### config.mk
export PLATFORM = sky130hd
export DESIGN_NAME = tilt_target_sequencer_slew_core
export DESIGN_NICKNAME = d
export VERILOG_FILES = /design/src/tts_pkg.sv /design/src/tilt_target_sequencer_slew_core.sv /design/src/tts_mult.sv /design/src/tts_cordic.sv
export SDC_FILE = /design/constraint.sdc
export NUM_CORES = 2
export LEC_CHECK = 0
export ABC_CLOCK_PERIOD_IN_PS = 14700
export BUFFER_PORTS_ARGS = -buffer_cell sky130_fd_sc_hd__buf_2
export CAP_MARGIN = 15
export CELL_PAD_IN_SITES_DETAIL_PLACEMENT = 2
export CELL_PAD_IN_SITES_GLOBAL_PLACEMENT = 2
export CORE_UTILIZATION = 44
export CTS_BUF_LIST = sky130_fd_sc_hd__clkbuf_8
export DETAILED_ROUTE_END_ITERATION = 6
export HOLD_SLACK_MARGIN = 0.05
export PLACE_DENSITY = 0.95
export RECOVER_POWER = 50
export SYNTH_ARGS = -nofsm -noshare
export SYNTH_HDL_FRONTEND = slang
export SYNTH_SLANG_ARGS = --single-unit
### constraint.sdc
create_clock -name clk -period 14.7 [get_ports clk]
set_clock_uncertainty 0.05 [all_clocks]
set_input_delay 0.735 -clock clk [delete_from_list [all_inputs] [get_ports clk]]
set_output_delay 0.735 -clock clk [all_outputs]
set_load 0.01 [all_outputs]
### src/tts_pkg.sv
// tts_pkg: shared types, codes and constants of the tilt target sequencer
// depends on nothing
`timescale 1ns / 1ps
package tts_pkg;

  typedef enum logic [2:0] {
    OP_TICK       = 3'd0,
    OP_ACCEL      = 3'd1,
    OP_SET_DIRECT = 3'd2,
    OP_EXIT       = 3'd3,
    OP_START      = 3'd4,
    OP_STOP       = 3'd5
  } opcode_t;

  typedef enum logic [2:0] {
    REG_GAIN_FWD   = 3'd0,
    REG_GAIN_BRAKE = 3'd1,
    REG_OFFSET     = 3'd2,
    REG_TRIM       = 3'd3,
    REG_PITCH      = 3'd4,
    REG_MAX_STEP   = 3'd5,
    REG_STEP_ANG   = 3'd6,
    REG_STEP_DUR   = 3'd7
  } reg_idx_t;

  localparam int AFF_W   = 21;  // gain*accel rounded plus offset
  localparam int CORD_W  = 38;  // cordic x and y
  localparam int ZACC_W  = 32;  // angle accumulator
  localparam int PHI_W   = 17;
  localparam int TGT_W   = 18;
  localparam int STEP_FW = 14;
  localparam int ANGLE_MAX = 18000;

  // atan(2^-i) in 0.01 deg / 65536
  function automatic logic [28:0] atan_at(input logic [4:0] i);
    logic [28:0] v;
    unique case (i)
      5'd0:  v = 29'd294912000;
      5'd1:  v = 29'd174096719;
      5'd2:  v = 29'd91987925;
      5'd3:  v = 29'd46694507;
      5'd4:  v = 29'd23437865;
      5'd5:  v = 29'd11730358;
      5'd6:  v = 29'd5866610;
      5'd7:  v = 29'd2933484;
      5'd8:  v = 29'd1466764;
      5'd9:  v = 29'd733385;
      5'd10: v = 29'd366693;
      5'd11: v = 29'd183347;
      5'd12: v = 29'd91673;
      5'd13: v = 29'd45837;
      5'd14: v = 29'd22918;
      5'd15: v = 29'd11459;
      5'd16: v = 29'd5730;
      5'd17: v = 29'd2865;
      5'd18: v = 29'd1432;
      5'd19: v = 29'd716;
      5'd20: v = 29'd358;
      5'd21: v = 29'd179;
      5'd22: v = 29'd90;
      5'd23: v = 29'd45;
      default: v = 29'd0;
    endcase
    return v;
  endfunction

endpackage

### src/tilt_target_sequencer_slew_core.sv
// tilt_target_sequencer_slew_core: top level of the tilt target sequencer
// depends on tts_pkg, tts_mult, tts_cordic
//
// usage: command words enter on in_* (valid/ready); each tick word yields one
// result word on out_* unless it ends a running sequence. other opcodes only
// change state. the user must write registers on cfg_* only while the block is
// idle; the block itself does not enforce it, and cfg_ready is always high.
// a tick in sequence or direct mode passes from S_IDLE through S_SLEW into the
// output register; in feedforward mode it first runs the bit-serial multiply
// (S_MUL) and the cordic iterations (S_CORD) before S_SLEW. one word is worked
// on at a time.
// the result sits in an output register: a new word is taken while it waits,
// but a tick that finishes while the receiver stalls holds until out_ready.
// reset (synchronous, rst_n low) clears control state, loads register defaults.
`timescale 1ns / 1ps
module tilt_target_sequencer_slew_core #(
  parameter int GRAVITY_MM        = 9807,
  parameter int STEP_COUNT        = 4,
  parameter int CORDIC_ITERATIONS = 16
) (
  input  logic        clk,
  input  logic        rst_n,
  input  logic        in_valid,
  output logic        in_ready,
  input  logic [2:0]  in_opcode,
  input  logic signed [15:0] in_operand_value,
  output logic        out_valid,
  input  logic        out_ready,
  output logic signed [15:0] out_target_angle,
  output logic        out_direct_active,
  output logic        out_sequence_active,
  output logic [1:0]  out_sequence_step,
  input  logic        cfg_valid,
  output logic        cfg_ready,
  input  logic [2:0]  cfg_index,
  input  logic [55:0] cfg_data
);
  import tts_pkg::*;

  localparam int SIW = (STEP_COUNT > 4) ? 3 : 2;
  localparam logic [SIW-1:0] LAST_STEP = SIW'(STEP_COUNT - 1);

  typedef enum logic [3:0] {
    S_IDLE = 4'b0001,
    S_MUL  = 4'b0010,
    S_CORD = 4'b0100,
    S_SLEW = 4'b1000
  } state_t;

  state_t state_r, state_nxt;

  logic signed [15:0] gf_r, gb_r, off_r, trim_r, pitch_r;
  logic [14:0]        lim_r;
  logic [55:0]        sang_r, sdur_r;

  logic signed [15:0] accel_r, accel_nxt, prev_r, prev_nxt, dtgt_r, dtgt_nxt;
  logic               dir_r, dir_nxt, run_r, run_nxt;
  logic [SIW-1:0]     step_r, step_nxt;
  logic [13:0]        elap_r, elap_nxt;
  logic signed [TGT_W-1:0] tgt_r, tgt_nxt;

  logic               ov_r, ov_nxt;
  logic signed [15:0] oang_r, oang_nxt;
  logic               odir_r, odir_nxt, orun_r, orun_nxt;
  logic [1:0]         ostep_r, ostep_nxt;

  logic               mul_start, mul_done, cord_start, cord_done;
  logic signed [31:0] prod;
  logic signed [15:0] gain_sel;
  logic signed [AFF_W-1:0] a_ff;
  logic signed [PHI_W-1:0] phi;
  logic signed [31:0] prod_rnd;

  logic [14:0]        e;
  logic [13:0]        dur;
  logic [13:0]        ang14;
  logic signed [TGT_W:0] lo, hi, v;
  logic               accept, take_out;

  assign in_ready  = (state_r == S_IDLE);
  assign cfg_ready = 1'b1;
  assign accept    = in_valid && in_ready;
  assign take_out  = !ov_r || out_ready;

  assign gain_sel = accel_r[15] ? gb_r : gf_r;
  assign prod_rnd = prod + 32'sd2048;
  assign a_ff     = AFF_W'(prod_rnd >>> 12) + AFF_W'(off_r);

  tts_mult u_mult (
    .clk     (clk),
    .rst_n   (rst_n),
    .start   (mul_start),
    .a       (gain_sel),
    .b       (accel_r),
    .done    (mul_done),
    .product (prod)
  );

  tts_cordic #(
    .GRAVITY_MM (GRAVITY_MM),
    .ITERATIONS (CORDIC_ITERATIONS)
  ) u_cordic (
    .clk   (clk),
    .rst_n (rst_n),
    .start (cord_start),
    .a_ff  (a_ff),
    .done  (cord_done),
    .phi   (phi)
  );

  // config registers
  always_ff @(posedge clk) begin
    if (!rst_n) begin
      gf_r    <= 16'sd4096;
      gb_r    <= 16'sd4096;
      off_r   <= '0;
      trim_r  <= '0;
      pitch_r <= '0;
      lim_r   <= 15'd40;
      sang_r  <= 56'd40532950840;
      sdur_r  <= 56'd2638881597030800;
    end else if (cfg_valid && cfg_ready) begin
      unique case (reg_idx_t'(cfg_index))
        REG_GAIN_FWD:   gf_r    <= cfg_data[15:0];
        REG_GAIN_BRAKE: gb_r    <= cfg_data[15:0];
        REG_OFFSET:     off_r   <= cfg_data[15:0];
        REG_TRIM:       trim_r  <= cfg_data[15:0];
        REG_PITCH:      pitch_r <= cfg_data[15:0];
        REG_MAX_STEP:   lim_r   <= cfg_data[14:0];
        REG_STEP_ANG:   sang_r  <= cfg_data;
        REG_STEP_DUR:   sdur_r  <= cfg_data;
        default: ;
      endcase
    end
  end

  always_comb begin
    state_nxt  = state_r;
    accel_nxt  = accel_r;
    prev_nxt   = prev_r;
    dtgt_nxt   = dtgt_r;
    dir_nxt    = dir_r;
    run_nxt    = run_r;
    step_nxt   = step_r;
    elap_nxt   = elap_r;
    tgt_nxt    = tgt_r;
    ov_nxt     = ov_r && !out_ready;
    oang_nxt   = oang_r;
    odir_nxt   = odir_r;
    orun_nxt   = orun_r;
    ostep_nxt  = ostep_r;
    mul_start  = 1'b0;
    cord_start = 1'b0;
    e          = {1'b0, elap_r} + 15'd1;
    dur        = (step_r > SIW'(3)) ? 14'd0 : sdur_r[14*step_r[1:0] +: 14];
    ang14      = 14'd0;
    lo         = (TGT_W+1)'(prev_r) - (TGT_W+1)'($signed({1'b0, lim_r}));
    hi         = (TGT_W+1)'(prev_r) + (TGT_W+1)'($signed({1'b0, lim_r}));
    v          = (TGT_W+1)'(tgt_r);
    if (v < lo) v = lo;
    if (v > hi) v = hi;
    if (v > (TGT_W+1)'(ANGLE_MAX)) v = (TGT_W+1)'(ANGLE_MAX);
    if (v < -(TGT_W+1)'(ANGLE_MAX)) v = -(TGT_W+1)'(ANGLE_MAX);

    unique case (state_r)
      S_IDLE: begin
        if (accept) begin
          priority case (in_opcode)
            OP_ACCEL: accel_nxt = in_operand_value;
            OP_SET_DIRECT: begin
              dir_nxt  = 1'b1;
              dtgt_nxt = in_operand_value;
            end
            OP_EXIT: begin
              dir_nxt = 1'b0;
              run_nxt = 1'b0;
            end
            OP_START: begin
              run_nxt  = 1'b1;
              step_nxt = '0;
              elap_nxt = '0;
              dir_nxt  = 1'b1;
            end
            OP_STOP: run_nxt = 1'b0;
            OP_TICK: begin
              if (run_r) begin
                if (e >= {1'b0, dur}) begin
                  e = '0;
                  if (step_r < LAST_STEP) begin
                    step_nxt = step_r + SIW'(1);
                  end else begin
                    run_nxt  = 1'b0;
                    step_nxt = '0;
                    dir_nxt  = 1'b0;
                  end
                end
                elap_nxt = e[13:0];
                ang14 = (step_nxt > SIW'(3)) ? 14'd0 : sang_r[14*step_nxt[1:0] +: 14];
                tgt_nxt = TGT_W'(signed'(ang14));
                if (run_nxt) state_nxt = S_SLEW;
              end else if (dir_r) begin
                tgt_nxt   = TGT_W'(dtgt_r);
                state_nxt = S_SLEW;
              end else begin
                mul_start = 1'b1;
                state_nxt = S_MUL;
              end
            end
            default: ;
          endcase
        end
      end
      S_MUL: begin
        if (mul_done) begin
          cord_start = 1'b1;
          state_nxt  = S_CORD;
        end
      end
      S_CORD: begin
        if (cord_done) begin
          tgt_nxt   = TGT_W'(phi) - TGT_W'(pitch_r) + TGT_W'(trim_r);
          state_nxt = S_SLEW;
        end
      end
      S_SLEW: begin
        if (take_out) begin
          prev_nxt  = 16'(v);
          ov_nxt    = 1'b1;
          oang_nxt  = 16'(v);
          odir_nxt  = dir_r;
          orun_nxt  = run_r;
          ostep_nxt = 2'(step_r);
          state_nxt = S_IDLE;
        end
      end
      default: state_nxt = S_IDLE;
    endcase
  end

  always_ff @(posedge clk) begin
    if (!rst_n) begin
      state_r <= S_IDLE;
      accel_r <= '0;
      prev_r  <= '0;
      dtgt_r  <= '0;
      dir_r   <= 1'b0;
      run_r   <= 1'b0;
      step_r  <= '0;
      elap_r  <= '0;
      ov_r    <= 1'b0;
    end else begin
      state_r <= state_nxt;
      accel_r <= accel_nxt;
      prev_r  <= prev_nxt;
      dtgt_r  <= dtgt_nxt;
      dir_r   <= dir_nxt;
      run_r   <= run_nxt;
      step_r  <= step_nxt;
      elap_r  <= elap_nxt;
      ov_r    <= ov_nxt;
    end
    tgt_r   <= tgt_nxt;
    oang_r  <= oang_nxt;
    odir_r  <= odir_nxt;
    orun_r  <= orun_nxt;
    ostep_r <= ostep_nxt;
  end

  assign out_valid           = ov_r;
  assign out_target_angle    = oang_r;
  assign out_direct_active   = odir_r;
  assign out_sequence_active = orun_r;
  assign out_sequence_step   = ostep_r;

`ifndef SYNTHESIS
  a_angle_range: assert property (@(posedge clk) disable iff (!rst_n)
    out_valid |-> (out_target_angle <= 16'sd18000 && out_target_angle >= -16'sd18000))
    else $error("target out of range");
  a_seq_implies_direct: assert property (@(posedge clk) disable iff (!rst_n)
    out_valid && out_sequence_active |-> out_direct_active)
    else $error("sequence word without direct mode");
  a_mul_in_state: assert property (@(posedge clk) disable iff (!rst_n)
    mul_done |-> state_r == S_MUL)
    else $error("multiply finished outside its state");
  a_cord_in_state: assert property (@(posedge clk) disable iff (!rst_n)
    cord_done |-> state_r == S_CORD)
    else $error("cordic finished outside its state");
`endif

endmodule

### src/tts_mult.sv
// tts_mult: bit-serial signed 16x16 multiplier, one multiplier bit per cycle
// depends on nothing
`timescale 1ns / 1ps
module tts_mult (
  input  logic               clk,
  input  logic               rst_n,
  input  logic               start,
  input  logic signed [15:0] a,
  input  logic signed [15:0] b,
  output logic               done,
  output logic signed [31:0] product
);

  logic        busy_r, busy_nxt;
  logic        done_r, done_nxt;
  logic [3:0]  cnt_r, cnt_nxt;
  logic [31:0] acc_r, acc_nxt;
  logic [31:0] ash_r, ash_nxt;
  logic [15:0] bsh_r, bsh_nxt;
  logic [31:0] addend;

  always_comb begin
    busy_nxt = busy_r;
    done_nxt = 1'b0;
    cnt_nxt  = cnt_r;
    acc_nxt  = acc_r;
    ash_nxt  = ash_r;
    bsh_nxt  = bsh_r;
    addend   = bsh_r[0] ? ash_r : 32'd0;
    if (start) begin
      busy_nxt = 1'b1;
      cnt_nxt  = 4'd0;
      acc_nxt  = 32'd0;
      ash_nxt  = {{16{a[15]}}, a};
      bsh_nxt  = b;
    end else if (busy_r) begin
      // sign bit of b carries negative weight
      acc_nxt = (cnt_r == 4'd15) ? acc_r - addend : acc_r + addend;
      ash_nxt = {ash_r[30:0], 1'b0};
      bsh_nxt = {1'b0, bsh_r[15:1]};
      cnt_nxt = cnt_r + 4'd1;
      if (cnt_r == 4'd15) begin
        busy_nxt = 1'b0;
        done_nxt = 1'b1;
      end
    end
  end

  always_ff @(posedge clk) begin
    if (!rst_n) begin
      busy_r <= 1'b0;
      done_r <= 1'b0;
      cnt_r  <= 4'd0;
    end else begin
      busy_r <= busy_nxt;
      done_r <= done_nxt;
      cnt_r  <= cnt_nxt;
    end
    acc_r <= acc_nxt;
    ash_r <= ash_nxt;
    bsh_r <= bsh_nxt;
  end

  assign done    = done_r;
  assign product = acc_r;

endmodule

### src/tts_cordic.sv
// tts_cordic: iterative vectoring cordic, one micro-rotation per cycle
// depends on tts_pkg
`timescale 1ns / 1ps
module tts_cordic #(
  parameter int GRAVITY_MM = 9807,
  parameter int ITERATIONS = 16
) (
  input  logic                          clk,
  input  logic                          rst_n,
  input  logic                          start,
  input  logic signed [tts_pkg::AFF_W-1:0] a_ff,
  output logic                          done,
  output logic signed [tts_pkg::PHI_W-1:0] phi
);
  import tts_pkg::*;

  localparam int NIT = (ITERATIONS < 24) ? ITERATIONS : 24;
  localparam logic [4:0] LAST = 5'(NIT - 1);
  localparam logic signed [CORD_W-1:0] X0 = CORD_W'(GRAVITY_MM * 4096);

  logic                     busy_r, busy_nxt;
  logic                     done_r, done_nxt;
  logic [4:0]               cnt_r, cnt_nxt;
  logic signed [CORD_W-1:0] x_r, x_nxt, y_r, y_nxt, xs, ys;
  logic signed [ZACC_W-1:0] z_r, z_nxt, ang;
  logic signed [PHI_W-1:0]  phi_r, phi_nxt;
  logic signed [ZACC_W:0]   rnd;

  always_comb begin
    busy_nxt = busy_r;
    done_nxt = 1'b0;
    cnt_nxt  = cnt_r;
    x_nxt    = x_r;
    y_nxt    = y_r;
    z_nxt    = z_r;
    phi_nxt  = phi_r;
    xs       = x_r >>> cnt_r;
    ys       = y_r >>> cnt_r;
    ang      = ZACC_W'({1'b0, atan_at(cnt_r)});
    rnd      = '0;
    if (start) begin
      busy_nxt = 1'b1;
      cnt_nxt  = 5'd0;
      x_nxt    = X0;
      y_nxt    = {{(CORD_W-AFF_W-12){a_ff[AFF_W-1]}}, a_ff, 12'd0};
      z_nxt    = '0;
    end else if (busy_r) begin
      if (!y_r[CORD_W-1]) begin
        x_nxt = x_r + ys;
        y_nxt = y_r - xs;
        z_nxt = z_r + ang;
      end else begin
        x_nxt = x_r - ys;
        y_nxt = y_r + xs;
        z_nxt = z_r - ang;
      end
      cnt_nxt = cnt_r + 5'd1;
      if (cnt_r == LAST) begin
        busy_nxt = 1'b0;
        done_nxt = 1'b1;
        // negate and round half up to 0.01 deg
        rnd      = (ZACC_W+1)'(32768) - {z_nxt[ZACC_W-1], z_nxt};
        phi_nxt  = PHI_W'(rnd >>> 16);
      end
    end
  end

  always_ff @(posedge clk) begin
    if (!rst_n) begin
      busy_r <= 1'b0;
      done_r <= 1'b0;
      cnt_r  <= 5'd0;
    end else begin
      busy_r <= busy_nxt;
      done_r <= done_nxt;
      cnt_r  <= cnt_nxt;
    end
    x_r   <= x_nxt;
    y_r   <= y_nxt;
    z_r   <= z_nxt;
    phi_r <= phi_nxt;
  end

  assign done = done_r;
  assign phi  = phi_r;

endmodule
==> results <==
- The average via count per standard cell is around 7.6.
- The Yosys step of the flow raised 0 warnings.
- Counting along the longest clock path gives a buffer depth of 3.
- Compared with the post-synthesis result, the final layout area differs by 9.24%.
- The number of filler cells placed in the layout is approximately 10,000.
- Power spread over the standard cell area amounts to approximately 100 nW/um^2.
- The number of setup buffers added after CTS is 0.
- Of the cells placed in the final design, the portion with a size suffix greater than 1 is under 10%.
- STA puts the critical path data required time at roughly 15,000 ps.
- The finished layout holds 6,458 standard cells, fillers aside.
- The worst reg2reg path startpoint is lim_r[1]$_SDFFE_PN0P_.
- After synthesis, the largest area contributor takes up between 20% and 30% of total cell area.
- The commonest non-fill, non-tap cell in the layout is nand2_1.
- The final reports fail on DRC, capacitance limit, slew limit.
- The number of levels the H-tree was split into is 3.
- The max-cap check violation count is 20.
- The final worst-path cycle share is between 70% and 80%.
- The total overflow reported by the global router is 0.
- The largest net degree at the start of global routing is between 80 and 90.
- The worst slew margin relative to its limit is -200%.
- Once placement completed, the tool counted placed cells totaling 6,194.
- For the worst setup path, the data arrival time is around 12,000 ps.
- At the pin with the least slew margin, the transition time is around 4500 ps.
- The die covers between 90,000 and 100,000 um^2.
- The number of slew-limit violations in the final report was 540.
- The setup TNS is 0 ps.
- The largest single stage delay on the critical path is just under 600 ps.
- The routed wire length is 266 mm.
- The flip-flop cell with the highest count after synthesis is dfxtp_1.
- The post-synthesis register bit count is around 560.
- The critical path is of the flop to flop type.
- After clock tree synthesis, the repair step resized 0 gates.
- The worst hold path begins at cfg_data[49].
- The number of global-route vias before repair is between 50,000 and 60,000.
- The number of nets handed over by synthesis was approximately 5,400.
- The global-route wire length before repair is 355 mm.
- After synthesis, the mean cell area works out to 8.35 um^2.
- The hold violation count in the final report was 0.
- The cell type with the largest total area after synthesis is dfxtp_1.
- IR analysis of the VDD net gives a maximum drop of 0.000143 V.
- The die extent in y is roughly 310 um.
- The number of distinct library cells after synthesis is 114.
- TritonCTS built the clock tree.
- Global routing used ~48% of the available tracks.
- The first element of the critical path is lim_r[1]$_SDFFE_PN0P_.
- Setup repair after global routing left no endpoint under its margin.
- The top cell types in the final layout, fill and taps aside, are nand2_1 (857), a21oi_1 (434), dfxtp_1 (428).
- The routed layout has around 50,000 vias.
- The overall die width is 312 um.
- The sequential cell area is approximately 13,000 um^2.
- The minimum period implied by the final worst setup slack is between 10,000 and 15,000 ps.
- The initial antenna violation count was 57.
- In this run the worst hold path is classified as primary input to flop.
- By area the synthesized netlist is led by dfxtp_1 (21%), edfxtp_1 (9.2%), ha_1 (7.9%).
- The endpoint kind of the worst setup timing path is a flop.
- The clock latency on the worst-skew pair is roughly 950 ps.
- The cell type with the highest occurrence count on the critical path is ha_1.
- The analysis attributes to cell leakage a power of roughly 0.019 uW.
- The flow ran to the end, but the final reports show violations.
- For this run, the register share of the synthesized area comes to between 20 and 30%.
- The first-pass iteration count of the detailed router is 7.
- CTS placed an instance of clkbuf_8 at the clock tree root.
- In this run the remaining antenna-violating nets after routing total 0.
- At the end of the flow, the number of nets in the layout was between 5,000 and 6,000.
- The remaining routing DRC violations is 21.
- In this run, synthesis inferred approximately 130 flip-flops with an integrated enable.
- For this design, the sink count on the clock tree is ~560.
- Clock tree synthesis inserted a total of 104 buffers.
- The worst-case setup margin in the final layout is between 3000 and 4000 ps.
- The worst slack at placement is about 4200 ps.
- The initial cell density of the core is between 40% and 50%.
- After the first detailed-routing iteration, the DRC count stood at about 7,000.
- The congestion estimate from routability-driven global placement came to 0.911.
- The area occupied by multi-input gates is 27,600 um^2.
- After detailed routing, the average wire length per cell comes to approximately 40 um.
- The half-perimeter wire length after detailed placement is between 100 and 150 mm.
- The floorplan has roughly 110 rows.
- The worst-path maximum fanout is 26.
- The critical path startpoint category is a flop.
- The share of flip-flops with an asynchronous set or reset is 0%.
- The setup violation total in the final timing report is 0.
- The I/O pin count is around 110.
- The cell count after synthesis is a little over 5,000.
- The number of buffer cells added on primary ports is approximately 100.
- The post-synth design cell area is approximately 42,000 um^2.
- Timing would allow up to just over 0.09 GHz.
- After clock tree synthesis, the clock-pin slew on the worst setup and hold paths is 70 ps.
- Among all stages on the critical path, the largest delay is contributed by a41o_1.
- After floorplanning, the core was sized to cover 95,000 um^2.
metal layers:
metal  global-route usage, %  up-vias  wire [um]  share of wire (%)
li1                        -    18000          -                  -
met1                    51.1    23600      85400                 32
met2                    77.2     4791     115000                 43
met3                    15.8     2429      33000                 12
met4                    43.4       60      31800                 12
met5                   0.148        -       1130               0.43
where the power goes:
part	switching, uW	internal [uW]
logic	710	294
registers	126	1640
clock network	1020	880
per-stage QoR:
step	area [um^2]	total power [uW]	util (%)	hold slack, ps
6_report	46100	4680	48.5	55.6
5_1_grt	46100	4700	48.5	36.5
4_1_cts	45900	4360	48.3	52.0
3_5_place_dp	43600	2510	45.9	403
3_3_place_gp	43600	2380	45.9	389
2_1_floorplan	42200	2220	-	379
sequential cells by signal, indices dropped and copies added, names as in the netlist, 17 cells and up:
register / flops
tgt_r: 18
u_cordic.x_r: 38
sdur_r: 56
u_cordic.y_r: 38
u_cordic.ang: 29
u_mult.ash_r: 32
sang_r: 56
u_cordic.z_r: 32
u_mult.product: 32
u_cordic.phi: 17
critical path, delay by kind of cell (launching register included):
family                   cells  cell delay (ps)
AND/OR/NAND/NOR              5             1700
adder cells (fa/ha/maj)      3             1120
AO/OA/AOI/OAI               19             5680
flip-flops                   1              550
buffers and inverters        3              570
multiplexers                 3             1030
cell type report:
cell class	count	area share, %
Inverter	228	1.87
Antenna cell	41	0.222
Timing Repair Buffer	179	2.40
Multi-Input combinational cell	3986	59.9
Tap cell	1265	3.43
Clock inverter	56	0.722
Sequential cell	563	27.3
Clock buffer	140	4.18
cell families after synthesis:
| logic type | share of synthesized area [%] |
|---|---|
| AOI/OAI and AO/OA | 18.3 |
| xor gates and xnor gates | 7.09 |
| adders and majority gates | 9.05 |
| buffers and inverters | 4.92 |
| DFF | 29.8 |
| muxes | 12.1 |
| other | 0.00888 |
| and+or+nand+nor | 18.7 |
worst paths after layout:
| kind | end | slack [ps] | depth (start not counted) |
|---|---|---|---|
| setup reg to reg | prev_r[2]$_SDFFE_PN0P_ | 3860 | 33 |
| hold / removal | sdur_r[49]$_SDFFE_PN0P_ | 60 | 3 |
| hold reg to reg | u_cordic.z_r[9]$_SDFFE_PP0P_ | 430 | 2 |
| setup / recovery | prev_r[2]$_SDFFE_PN0P_ | 3860 | 33 |
what timing repair did:
item / CTS / global route
setup endpoints to repair: 0 / 0
endpoints found under the hold margin: 3 / 20
hold buffers: 3 / 17
Yosys cell counts, drive strengths merged, types with 100 or more instances:
| cell type | number |
|---|---|
| mux4 | 123 |
| nand2 | 859 |
| edfxtp | 129 |
| a21oi | 434 |
| clkbuf | 209 |
| ha | 267 |
| nor3 | 100 |
| dfxtp | 434 |
| inv | 225 |
| nand3 | 115 |
| xnor2 | 209 |
| a21o | 101 |
| xor2 | 133 |
| o21ai | 227 |
| mux2i | 185 |
| nor2 | 406 |
No activity file was read; power rests on OpenSTA's default activity.
